$ cat src/hdl/stq_pkg.sv
// shared types and codes of the sorted timer queue
`default_nettype none

package stq_pkg;

    // fixed field widths of the request and result
    localparam int ID_BITS    = 4;
    localparam int FIELD_TIME = 48;

    // most expiries popped by one tick
    localparam int MAX_POPS = 16;
    localparam int CNT_BITS = 4;

    // operation codes
    localparam logic [2:0] OP_ADD     = 3'd0;
    localparam logic [2:0] OP_DELETE  = 3'd1;
    localparam logic [2:0] OP_DEFER   = 3'd2;
    localparam logic [2:0] OP_TICK    = 3'd3;
    localparam logic [2:0] OP_HANDLER = 3'd4;

    // result kinds
    localparam logic [1:0] EV_DONE    = 2'd0;
    localparam logic [1:0] EV_EXPIRED = 2'd1;
    localparam logic [1:0] EV_RUNS    = 2'd2;
    localparam logic [1:0] EV_SKIPPED = 2'd3;

    // status codes
    localparam logic [1:0] ST_OK          = 2'd0;
    localparam logic [1:0] ST_NOT_PENDING = 2'd1;
    localparam logic [1:0] ST_DEFERRED    = 2'd2;

    typedef struct packed {
        logic [2:0]            operation;
        logic [ID_BITS-1:0]    timer_id;
        logic [FIELD_TIME-1:0] expiry_time;
        logic [FIELD_TIME-1:0] now_time;
    } request_t;

    typedef struct packed {
        logic [1:0]         event_kind;
        logic [ID_BITS-1:0] result_id;
        logic [1:0]         status;
        logic               became_head;
        logic               last_result;
    } result_t;

    // command broadcast to every cell of the chain
    typedef enum logic [1:0] {
        CELL_HOLD,
        CELL_REMOVE,
        CELL_INSERT,
        CELL_POP
    } cell_op_t;

    typedef struct packed {
        cell_op_t           op;
        logic [ID_BITS-1:0] id;
    } cell_cmd_t;

endpackage

`default_nettype wire

$ cat src/hdl/sorted_timer_queue_unit.sv
// sorted timer queue: top level with control sequencer and cell chain
// Usage:
//   request channel (request_valid / request_stall / request) carries one
//   operation: add, delete, deferred delete, tick or handler run.
//   result channel (result_valid / result_stall / result) returns the
//   results; the final result of each request has last_result set.
// Timing:
//   delete, deferred delete, handler run, idle tick: one result, registered
//   in the cycle after the request is taken; a new request every cycle
//   while results are not stalled. add: removal along the chain, then
//   ordered insertion. tick: one expiry per cycle from the head cell while
//   not stalled; at most 16 pops per tick, the rest stay queued.
// The single output register decides pacing: a request is taken only while
// the sequencer is idle and the output register is empty or being drained.
// Reset empties the queue and clears all fired and stopped flags; no
// clearing pass is needed. A stalled result holds, and the sequencer
// waits with it without losing work.
`default_nettype none

module sorted_timer_queue_unit #(
    parameter int TIMER_SLOTS = 16,
    parameter int TIME_BITS   = 48
) (
    input  wire logic              clk,
    input  wire logic              rst_n,
    input  wire logic              request_valid,
    output logic                   request_stall,
    input  wire stq_pkg::request_t request,
    output logic                   result_valid,
    input  wire logic              result_stall,
    output stq_pkg::result_t       result
);

    localparam int         IDX_W   = $clog2(TIMER_SLOTS);
    localparam logic [6:0] SLOTS_C = 7'(TIMER_SLOTS);

    typedef enum logic [1:0] {
        S_IDLE,
        S_ADD,
        S_TICK
    } state_t;

    state_t                         state_reg, state_next;
    logic                           rv_reg, rv_next;
    stq_pkg::result_t               res_reg, res_next;
    logic [stq_pkg::CNT_BITS-1:0]   cnt_reg, cnt_next;
    logic [stq_pkg::ID_BITS-1:0]    key_id_reg, key_id_next;
    logic [TIME_BITS-1:0]           exp_reg, exp_next;
    logic [TIME_BITS-1:0]           now_reg, now_next;
    logic [TIMER_SLOTS-1:0]         fired_reg, fired_next;
    logic [TIMER_SLOTS-1:0]         stopped_reg, stopped_next;

    // chain wiring
    stq_pkg::cell_cmd_t             cmd;
    logic [TIME_BITS-1:0]           key_time;
    logic [TIMER_SLOTS-1:0]         cell_valid;
    logic [TIMER_SLOTS-1:0]         cell_le;
    logic [stq_pkg::ID_BITS-1:0]    cell_id [TIMER_SLOTS];
    logic [TIME_BITS-1:0]           cell_time [TIMER_SLOTS];
    logic [TIMER_SLOTS:0]           shift_chain;

    // request decode
    logic                           out_free;
    logic                           accept;
    logic                           bad_slot;
    logic [IDX_W-1:0]               req_idx;
    logic [IDX_W-1:0]               head_idx;
    logic [63:0]                    exp_wide;
    logic [63:0]                    now_wide;
    logic [TIME_BITS-1:0]           exp_in;
    logic [TIME_BITS-1:0]           now_in;
    logic                           last_pop;

    assign out_free      = !rv_reg || !result_stall;
    assign request_stall = !((state_reg == S_IDLE) && out_free);
    assign accept        = request_valid && !request_stall;

    // times are kept modulo 2^TIME_BITS
    assign exp_wide = 64'(request.expiry_time);
    assign now_wide = 64'(request.now_time);
    assign exp_in   = exp_wide[TIME_BITS-1:0];
    assign now_in   = now_wide[TIME_BITS-1:0];

    assign bad_slot = ({3'b000, request.timer_id} >= SLOTS_C);
    assign req_idx  = IDX_W'(request.timer_id);
    assign head_idx = IDX_W'(cell_id[0]);

    // a pop is the last one when the next head is not due or the cap is hit
    assign last_pop = !cell_le[1] ||
                      (cnt_reg == stq_pkg::CNT_BITS'(stq_pkg::MAX_POPS - 1));

    assign shift_chain[0] = (cmd.op == stq_pkg::CELL_POP);

    genvar gi;
    generate
        for (gi = 0; gi < TIMER_SLOTS; gi++)
        begin : g_cell
            logic                        l_valid;
            logic [stq_pkg::ID_BITS-1:0] l_id;
            logic [TIME_BITS-1:0]        l_time;
            logic                        l_le;
            logic                        r_valid;
            logic [stq_pkg::ID_BITS-1:0] r_id;
            logic [TIME_BITS-1:0]        r_time;

            if (gi == 0)
            begin : g_head
                // head cell: a new entry lands here when no entry is earlier or equal
                assign l_valid = 1'b0;
                assign l_id    = '0;
                assign l_time  = '0;
                assign l_le    = 1'b1;
            end
            else
            begin : g_mid
                assign l_valid = cell_valid[gi-1];
                assign l_id    = cell_id[gi-1];
                assign l_time  = cell_time[gi-1];
                assign l_le    = cell_le[gi-1];
            end

            if (gi == TIMER_SLOTS - 1)
            begin : g_tail
                assign r_valid = 1'b0;
                assign r_id    = '0;
                assign r_time  = '0;
            end
            else
            begin : g_body
                assign r_valid = cell_valid[gi+1];
                assign r_id    = cell_id[gi+1];
                assign r_time  = cell_time[gi+1];
            end

            stq_cell #(
                .TIME_BITS (TIME_BITS)
            ) u_cell (
                .clk         (clk),
                .rst_n       (rst_n),
                .cmd         (cmd),
                .key_time    (key_time),
                .left_valid  (l_valid),
                .left_id     (l_id),
                .left_time   (l_time),
                .left_le     (l_le),
                .right_valid (r_valid),
                .right_id    (r_id),
                .right_time  (r_time),
                .shift_in    (shift_chain[gi]),
                .entry_valid (cell_valid[gi]),
                .entry_id    (cell_id[gi]),
                .entry_time  (cell_time[gi]),
                .le          (cell_le[gi]),
                .shift_out   (shift_chain[gi+1])
            );
        end
    endgenerate

    // chain command and compare key for this cycle
    always_comb
    begin
        cmd.op   = stq_pkg::CELL_HOLD;
        cmd.id   = request.timer_id;
        key_time = now_in;
        case (state_reg)
            S_IDLE:
            begin
                if (accept && !bad_slot)
                begin
                    case (request.operation)
                        stq_pkg::OP_ADD, stq_pkg::OP_DELETE:
                        begin
                            // drop any queued copy of the timer
                            cmd.op = stq_pkg::CELL_REMOVE;
                        end
                        stq_pkg::OP_DEFER:
                        begin
                            if (!fired_reg[req_idx])
                            begin
                                cmd.op = stq_pkg::CELL_REMOVE;
                            end
                        end
                        default:
                        begin
                        end
                    endcase
                end
            end
            S_ADD:
            begin
                cmd.id   = key_id_reg;
                key_time = exp_reg;
                if (out_free)
                begin
                    cmd.op = stq_pkg::CELL_INSERT;
                end
            end
            S_TICK:
            begin
                key_time = now_reg;
                if (out_free)
                begin
                    cmd.op = stq_pkg::CELL_POP;
                end
            end
            default:
            begin
            end
        endcase
    end

    always_comb
    begin
        state_next   = state_reg;
        rv_next      = rv_reg;
        res_next     = res_reg;
        cnt_next     = cnt_reg;
        key_id_next  = key_id_reg;
        exp_next     = exp_reg;
        now_next     = now_reg;
        fired_next   = fired_reg;
        stopped_next = stopped_reg;

        // result taken downstream
        if (rv_reg && !result_stall)
        begin
            rv_next = 1'b0;
        end

        case (state_reg)
            S_IDLE:
            begin
                if (accept)
                begin
                    // default: one done result for this timer
                    rv_next  = 1'b1;
                    res_next = '{event_kind:  stq_pkg::EV_DONE,
                                 result_id:   request.timer_id,
                                 status:      stq_pkg::ST_OK,
                                 became_head: 1'b0,
                                 last_result: 1'b1};
                    case (request.operation)
                        stq_pkg::OP_TICK:
                        begin
                            // head due: pop from next cycle on
                            if (cell_le[0])
                            begin
                                rv_next    = 1'b0;
                                state_next = S_TICK;
                                now_next   = now_in;
                                cnt_next   = '0;
                            end
                        end
                        stq_pkg::OP_ADD:
                        begin
                            if (bad_slot)
                            begin
                                res_next.status = stq_pkg::ST_NOT_PENDING;
                            end
                            else
                            begin
                                // drop any queued copy now, insert next cycle
                                rv_next               = 1'b0;
                                stopped_next[req_idx] = 1'b0;
                                key_id_next           = request.timer_id;
                                exp_next              = exp_in;
                                state_next            = S_ADD;
                            end
                        end
                        stq_pkg::OP_DELETE:
                        begin
                            if (bad_slot)
                            begin
                                res_next.status = stq_pkg::ST_NOT_PENDING;
                            end
                            else
                            begin
                                stopped_next[req_idx] = 1'b1;
                                // chain end carries the found flag
                                if (!shift_chain[TIMER_SLOTS])
                                begin
                                    res_next.status = stq_pkg::ST_NOT_PENDING;
                                end
                            end
                        end
                        stq_pkg::OP_DEFER:
                        begin
                            if (bad_slot)
                            begin
                                res_next.status = stq_pkg::ST_NOT_PENDING;
                            end
                            else if (fired_reg[req_idx])
                            begin
                                res_next.status = stq_pkg::ST_DEFERRED;
                            end
                        end
                        stq_pkg::OP_HANDLER:
                        begin
                            if (bad_slot)
                            begin
                                res_next.status = stq_pkg::ST_NOT_PENDING;
                            end
                            else if (stopped_reg[req_idx])
                            begin
                                res_next.event_kind = stq_pkg::EV_SKIPPED;
                            end
                            else
                            begin
                                fired_next[req_idx] = 1'b0;
                                res_next.event_kind = stq_pkg::EV_RUNS;
                            end
                        end
                        default:
                        begin
                        end
                    endcase
                end
            end
            S_ADD:
            begin
                if (out_free)
                begin
                    rv_next    = 1'b1;
                    res_next   = '{event_kind:  stq_pkg::EV_DONE,
                                   result_id:   key_id_reg,
                                   status:      stq_pkg::ST_OK,
                                   became_head: !cell_le[0],
                                   last_result: 1'b1};
                    state_next = S_IDLE;
                end
            end
            S_TICK:
            begin
                if (out_free)
                begin
                    fired_next[head_idx] = 1'b1;
                    rv_next              = 1'b1;
                    res_next             = '{event_kind:  stq_pkg::EV_EXPIRED,
                                             result_id:   cell_id[0],
                                             status:      stq_pkg::ST_OK,
                                             became_head: 1'b0,
                                             last_result: last_pop};
                    cnt_next             = cnt_reg + 1'b1;
                    if (last_pop)
                    begin
                        state_next = S_IDLE;
                    end
                end
            end
            default:
            begin
                state_next = S_IDLE;
            end
        endcase
    end

    always_ff @(posedge clk or negedge rst_n)
    begin
        if (!rst_n)
        begin
            state_reg   <= S_IDLE;
            rv_reg      <= 1'b0;
            res_reg     <= '0;
            cnt_reg     <= '0;
            key_id_reg  <= '0;
            exp_reg     <= '0;
            now_reg     <= '0;
            fired_reg   <= '0;
            stopped_reg <= '0;
        end
        else
        begin
            state_reg   <= state_next;
            rv_reg      <= rv_next;
            res_reg     <= res_next;
            cnt_reg     <= cnt_next;
            key_id_reg  <= key_id_next;
            exp_reg     <= exp_next;
            now_reg     <= now_next;
            fired_reg   <= fired_next;
            stopped_reg <= stopped_next;
        end
    end

    assign result_valid = rv_reg;
    assign result       = res_reg;

    // occupied cells always form a prefix of the chain
    a_valid_prefix: assert property (@(posedge clk) disable iff (!rst_n)
        (cell_valid & (cell_valid + 1'b1)) == '0)
        else $error("queue entries do not form a prefix");

    // while popping, the head cell is always due
    a_tick_head_due: assert property (@(posedge clk) disable iff (!rst_n)
        (state_reg == S_TICK) |-> (cell_valid[0] && cell_le[0]))
        else $error("tick pops a timer that is not due");

    // only expiries are followed by further results of the same request
    a_multi_only_expired: assert property (@(posedge clk) disable iff (!rst_n)
        (result_valid && !result.last_result) |->
            (result.event_kind == stq_pkg::EV_EXPIRED))
        else $error("non-final result that is not an expiry");

    // an add always yields its result in the cycle after the ordered insertion
    a_add_two_cycles: assert property (@(posedge clk) disable iff (!rst_n)
        (state_reg == S_ADD && out_free) |=> (state_reg == S_IDLE && result_valid))
        else $error("add did not complete after insertion");

endmodule

`default_nettype wire

$ cat src/hdl/stq_cell.sv
// one entry of the sorted queue, trading contents with its neighbors
`default_nettype none

module stq_cell #(
    parameter int TIME_BITS = 48
) (
    input  wire logic                        clk,
    input  wire logic                        rst_n,
    input  wire stq_pkg::cell_cmd_t          cmd,
    input  wire logic [TIME_BITS-1:0]        key_time,
    input  wire logic                        left_valid,
    input  wire logic [stq_pkg::ID_BITS-1:0] left_id,
    input  wire logic [TIME_BITS-1:0]        left_time,
    input  wire logic                        left_le,
    input  wire logic                        right_valid,
    input  wire logic [stq_pkg::ID_BITS-1:0] right_id,
    input  wire logic [TIME_BITS-1:0]        right_time,
    input  wire logic                        shift_in,
    output logic                             entry_valid,
    output logic [stq_pkg::ID_BITS-1:0]      entry_id,
    output logic [TIME_BITS-1:0]             entry_time,
    output logic                             le,
    output logic                             shift_out
);

    logic                        valid_reg, valid_next;
    logic [stq_pkg::ID_BITS-1:0] id_reg, id_next;
    logic [TIME_BITS-1:0]        time_reg, time_next;
    logic                        match;

    assign match     = valid_reg && (id_reg == cmd.id);
    assign le        = valid_reg && (time_reg <= key_time);
    assign shift_out = shift_in || ((cmd.op == stq_pkg::CELL_REMOVE) && match);

    always_comb
    begin
        valid_next = valid_reg;
        id_next    = id_reg;
        time_next  = time_reg;
        case (cmd.op)
            stq_pkg::CELL_REMOVE, stq_pkg::CELL_POP:
            begin
                // close the gap: take the right neighbor's entry
                if (shift_out)
                begin
                    valid_next = right_valid;
                    id_next    = right_id;
                    time_next  = right_time;
                end
            end
            stq_pkg::CELL_INSERT:
            begin
                if (!le)
                begin
                    if (left_le)
                    begin
                        valid_next = 1'b1;
                        id_next    = cmd.id;
                        time_next  = key_time;
                    end
                    else
                    begin
                        valid_next = left_valid;
                        id_next    = left_id;
                        time_next  = left_time;
                    end
                end
            end
            default:
            begin
            end
        endcase
    end

    always_ff @(posedge clk or negedge rst_n)
    begin
        if (!rst_n)
        begin
            valid_reg <= 1'b0;
        end
        else
        begin
            valid_reg <= valid_next;
        end
    end

    always_ff @(posedge clk)
    begin
        id_reg   <= id_next;
        time_reg <= time_next;
    end

    assign entry_valid = valid_reg;
    assign entry_id    = id_reg;
    assign entry_time  = time_reg;

endmodule

`default_nettype wire
$ cat config.mk
export PLATFORM = sky130hd
export DESIGN_NAME = sorted_timer_queue_unit
export DESIGN_NICKNAME = d
export VERILOG_FILES = /design/src/hdl/stq_pkg.sv /design/src/hdl/sorted_timer_queue_unit.sv /design/src/hdl/stq_cell.sv
export SDC_FILE = /design/constraint.sdc
export NUM_CORES = 2
export LEC_CHECK = 0
export ABC_AREA = 1
export BUFFER_PORTS_ARGS = -buffer_cell sky130_fd_sc_hd__buf_2
export CAP_MARGIN = 10
export CORE_AREA = 2 2 609 308
export DETAILED_ROUTE_END_ITERATION = 7
export DIE_AREA = 0 0 611 310
export PLACE_DENSITY = 0.59
export SLEW_MARGIN = 10
export SYNTH_ARGS = -nofsm -noshare
export SYNTH_HDL_FRONTEND = slang
export SYNTH_HIERARCHICAL = 1
export SYNTH_SLANG_ARGS = --single-unit
$ cat constraint.sdc
create_clock -name clk -period 8.7 [get_ports clk]
set_input_delay 1.74 -clock clk [delete_from_list [all_inputs] [get_ports clk]]
set_output_delay 1.74 -clock clk [all_outputs]
set_load 0.005 [all_outputs]
==> load_flow_metrics.sql <==
INSERT INTO impl_metrics (metric_group, metric, value, unit) VALUES
('outcome', 'run_status', 'completed', ''),
('clocking', 'clock_tree.buffer_depth', '3', ''),
('route', 'highest_layer', 'met4', ''),
('route', 'met3_length', '26.16', 'mm'),
('finish', 'design.final.nets', '10410', ''),
('clocking', 'ctsResizeCount', '0', ''),
('route', 'drt_iter0_drc', '7803', ''),
('timing', 'max_slew_margin', '20.27', '%'),
('global_routing', 'antenna_found_initial', '1', ''),
('clocking', 'cts-hold-fix-buffers', '0', ''),
('timing', 'fmax', '139.3', 'MHz'),
('finish', 'layout-drive-gt1-share', '9.731', '%'),
('placement', 'detailed_place_hpwl', '183.1', 'mm'),
('hold_path', 'number_of_cells_on_the_worst_hold_path', '2', ''),
('route', 'met2RoutedLength', '87.22', 'mm'),
('worst_setup_path', 'crit-reg2reg-launch', 'state_reg[1]$_DFFE_PN0P_', ''),
('placement', 'place_congestion', '0.8812', ''),
('floorplanning', 'num_rows', '112', ''),
('worst_setup_path', 'worst-r2r-cell-count', '16', ''),
('worst_setup_path', 'critical-path-slowest-cell', 'nor2_1', ''),
('worst_setup_path', 'critical_path_peak_fanout', '43', ''),
('route', 'wl_met1', '120.9', 'mm'),
('clocking', 'cts_tree', 'built', ''),
('finish', 'flow.area_growth_from_synthesis', '11.01', '%'),
('clocking', 'cell_chosen_for_the_clock_root', 'clkbuf_16', ''),
('finish', 'largest_register_ff_count', '768', ''),
('hold_path', 'worst_hold_path_type', 'flop to flop', ''),
('placement', 'number_of_port_buffers', '118', ''),
('timing', 'setup_viol', '0', ''),
('timing', 'report.final.slew_viol_count', '0', ''),
('yosys', 'yosysWarnings', '6', ''),
('route', 'route.detailed.drc', '0', ''),
('hold_path', 'holdPathEnd', 'fired_reg[8]$_DFFE_PN0P_', ''),
('worst_setup_path', 'critPathRequiredTime', '9.11', 'ns'),
('floorplanning', 'fp.dieArea', '189400', 'um2'),
('floorplanning', 'floorplan.core_area', '184700', 'um2'),
('route', 'ant_nets', '0', ''),
('clocking', 'cts_num_sinks', '997', ''),
('timing', 'timing.setup.tns', '0', 'ns'),
('worst_setup_path', 'regToRegSetupSlack', '1.92', 'ns'),
('clocking', 'clk-insertion-delay-late', '0.71', 'ns'),
('route', 'drt-total-wl', '237.0', 'mm'),
('route', 'detail_route.vias_per_cell', '5.509', ''),
('route', 'routedWlPerCell', '19.65', 'um'),
('worst_setup_path', 'startpoint_type', 'primary input', ''),
('timing', 'grt_setup_unrepaired', 'false', ''),
('route', 'first_pass_iters', '8', ''),
('finish', 'nFillCells', '18230', ''),
('clocking', 'cts_made_buffers', '98', ''),
('clocking', 'cts.htree.levels', '3', ''),
('floorplanning', 'chipWidth', '611', 'um'),
('floorplanning', 'floorplan.initialDensity', '39.69', '%'),
('clocking', 'clk_pin_slew_worst_paths', '0.06', 'ns'),
('worst_setup_path', 'critPathMostFrequentCell', 'a31o_1', ''),
('yosys', 'synth_cells', '9406', ''),
('global_routing', 'grt_first_pass_wirelength', '369.7', 'mm'),
('yosys', 'postSynthAreaPerCell', '7.794', 'um2'),
('timing', 'worst-slew-pin-transition', '1.191', 'ns'),
('worst_setup_path', 'setup.worst_path.end_class', 'flop', ''),
('timing', 'min_period', '7.180', 'ns'),
('timing', 'finalClockSkew', '0.02905', 'ns'),
('floorplanning', 'ios', '119', ''),
('job', 'maxCapViolations', '0', ''),
('route', 'dr_total_vias', '66440', ''),
('hold_path', 'timing.hold.worst.start', 'fired_reg[8]$_DFFE_PN0P_', ''),
('global_routing', 'grt_overflow', '0', ''),
('worst_setup_path', 'worst_r2r_endpoint', 'g_cell[7].u_cell/entry_time[45]$_DFFE_PP_', ''),
('global_routing', 'grt_max_degree', '109', ''),
('yosys', 'combined_area_of_all_synthesized_cells', '73310', 'um2'),
('worst_setup_path', 'crit_path_max_incr_delay', '0.43', 'ns'),
('global_routing', 'vias_in_the_first_global_route', '64030', ''),
('global_routing', 'gr-usage-all-layers', '24.59', '%'),
('timing', 'hold_viol_final', '0', ''),
('timing', 'period_share', '82.53', '%'),
('clocking', 'post-cts-setup-buffer-count', '0', ''),
('worst_setup_path', 'worstPathArrival', '7.59', 'ns'),
('floorplanning', 'die_height', '310', 'um'),
('worst_setup_path', 'setup.worst_path.class', 'primary input to flop', '');
[cells in the final DEF (no fill, tap or decap), types with 106 or more instances in the layout]
master	instances
o21ai_0	1396
nand2_2	115
buf_2	117
nor2_1	1045
inv_1	1088
nand2_1	2053
clkbuf_16	106
edfxtp_1	832
buf_4	177
conb_1	107
a21oi_1	318
ha_1	773
o21ai_1	534
dfrtp_1	165
[how the worst max path moves through the flow]
| stage | from | end | slack (ns) |
|---|---|---|---|
| after global routing | request[96] | g_cell[14].u_cell/entry_time[45]$_DFFE_PP_ | 1.19 |
| after detailed placement | request[96] | g_cell[14].u_cell/entry_id[1]$_DFFE_PP_ | 0.86 |
| after global placement | request[96] | g_cell[14].u_cell/entry_id[0]$_DFFE_PP_ | 0.77 |
| after floorplan | request[97] | g_cell[15].u_cell/entry_id[0]$_DFFE_PP_ | 0.22 |
| final | request[96] | g_cell[15].u_cell/entry_time[5]$_DFFE_PP_ | 1.52 |
| after CTS | request[96] | g_cell[14].u_cell/entry_time[45]$_DFFE_PP_ | 1.59 |
[critical path: cells and delay by family]
family | cells | cell delay [ns]
compound gates | 18 | 3.55
simple gates | 9 | 1.21
buf+inv | 5 | 0.98
[layout make-up]
type / count / area, um2 / share of cell area, %
clock inverters: 34 / 224.0 / 0.2752
diodes: 1 / 2.502 / 0.003075
well taps: 2451 / 3067 / 3.769
flip-flops and latches: 997 / 29110 / 35.78
multi-input cells: 6904 / 39360 / 48.36
inverters: 1224 / 4597 / 5.649
clock buffers: 145 / 2910 / 3.576
repair buffers: 304 / 2106 / 2.588
[stage by stage]
step           instances  setup WS [ns]  area (um2)  utilization, %  hold slack (ns)
2_1_floorplan       9511         0.2238       73700               -           0.4419
3_3_place_gp       11880         0.7704       78240           42.36           0.4561
3_5_place_dp       11880         0.8578       78240           42.36           0.4615
4_1_cts            12060          1.593       81370           44.06           0.4783
5_1_grt            12060          1.186       81370           44.06           0.5022
6_report           12060          1.520       81370           44.06           0.4750
[per-layer routing]
| metal | up-vias | GRT usage, % |
|---|---|---|
| met5 | - | 0 |
| met4 | 0 | 3.709 |
| met3 | 206 | 5.029 |
| met2 | 2859 | 32.43 |
| met1 | 31910 | 40.48 |
| li1 | 31470 | - |
Power is left out: the tool's default activity adds up to more than one toggle a clock period on the data nets, which glitch-free logic cannot reach.
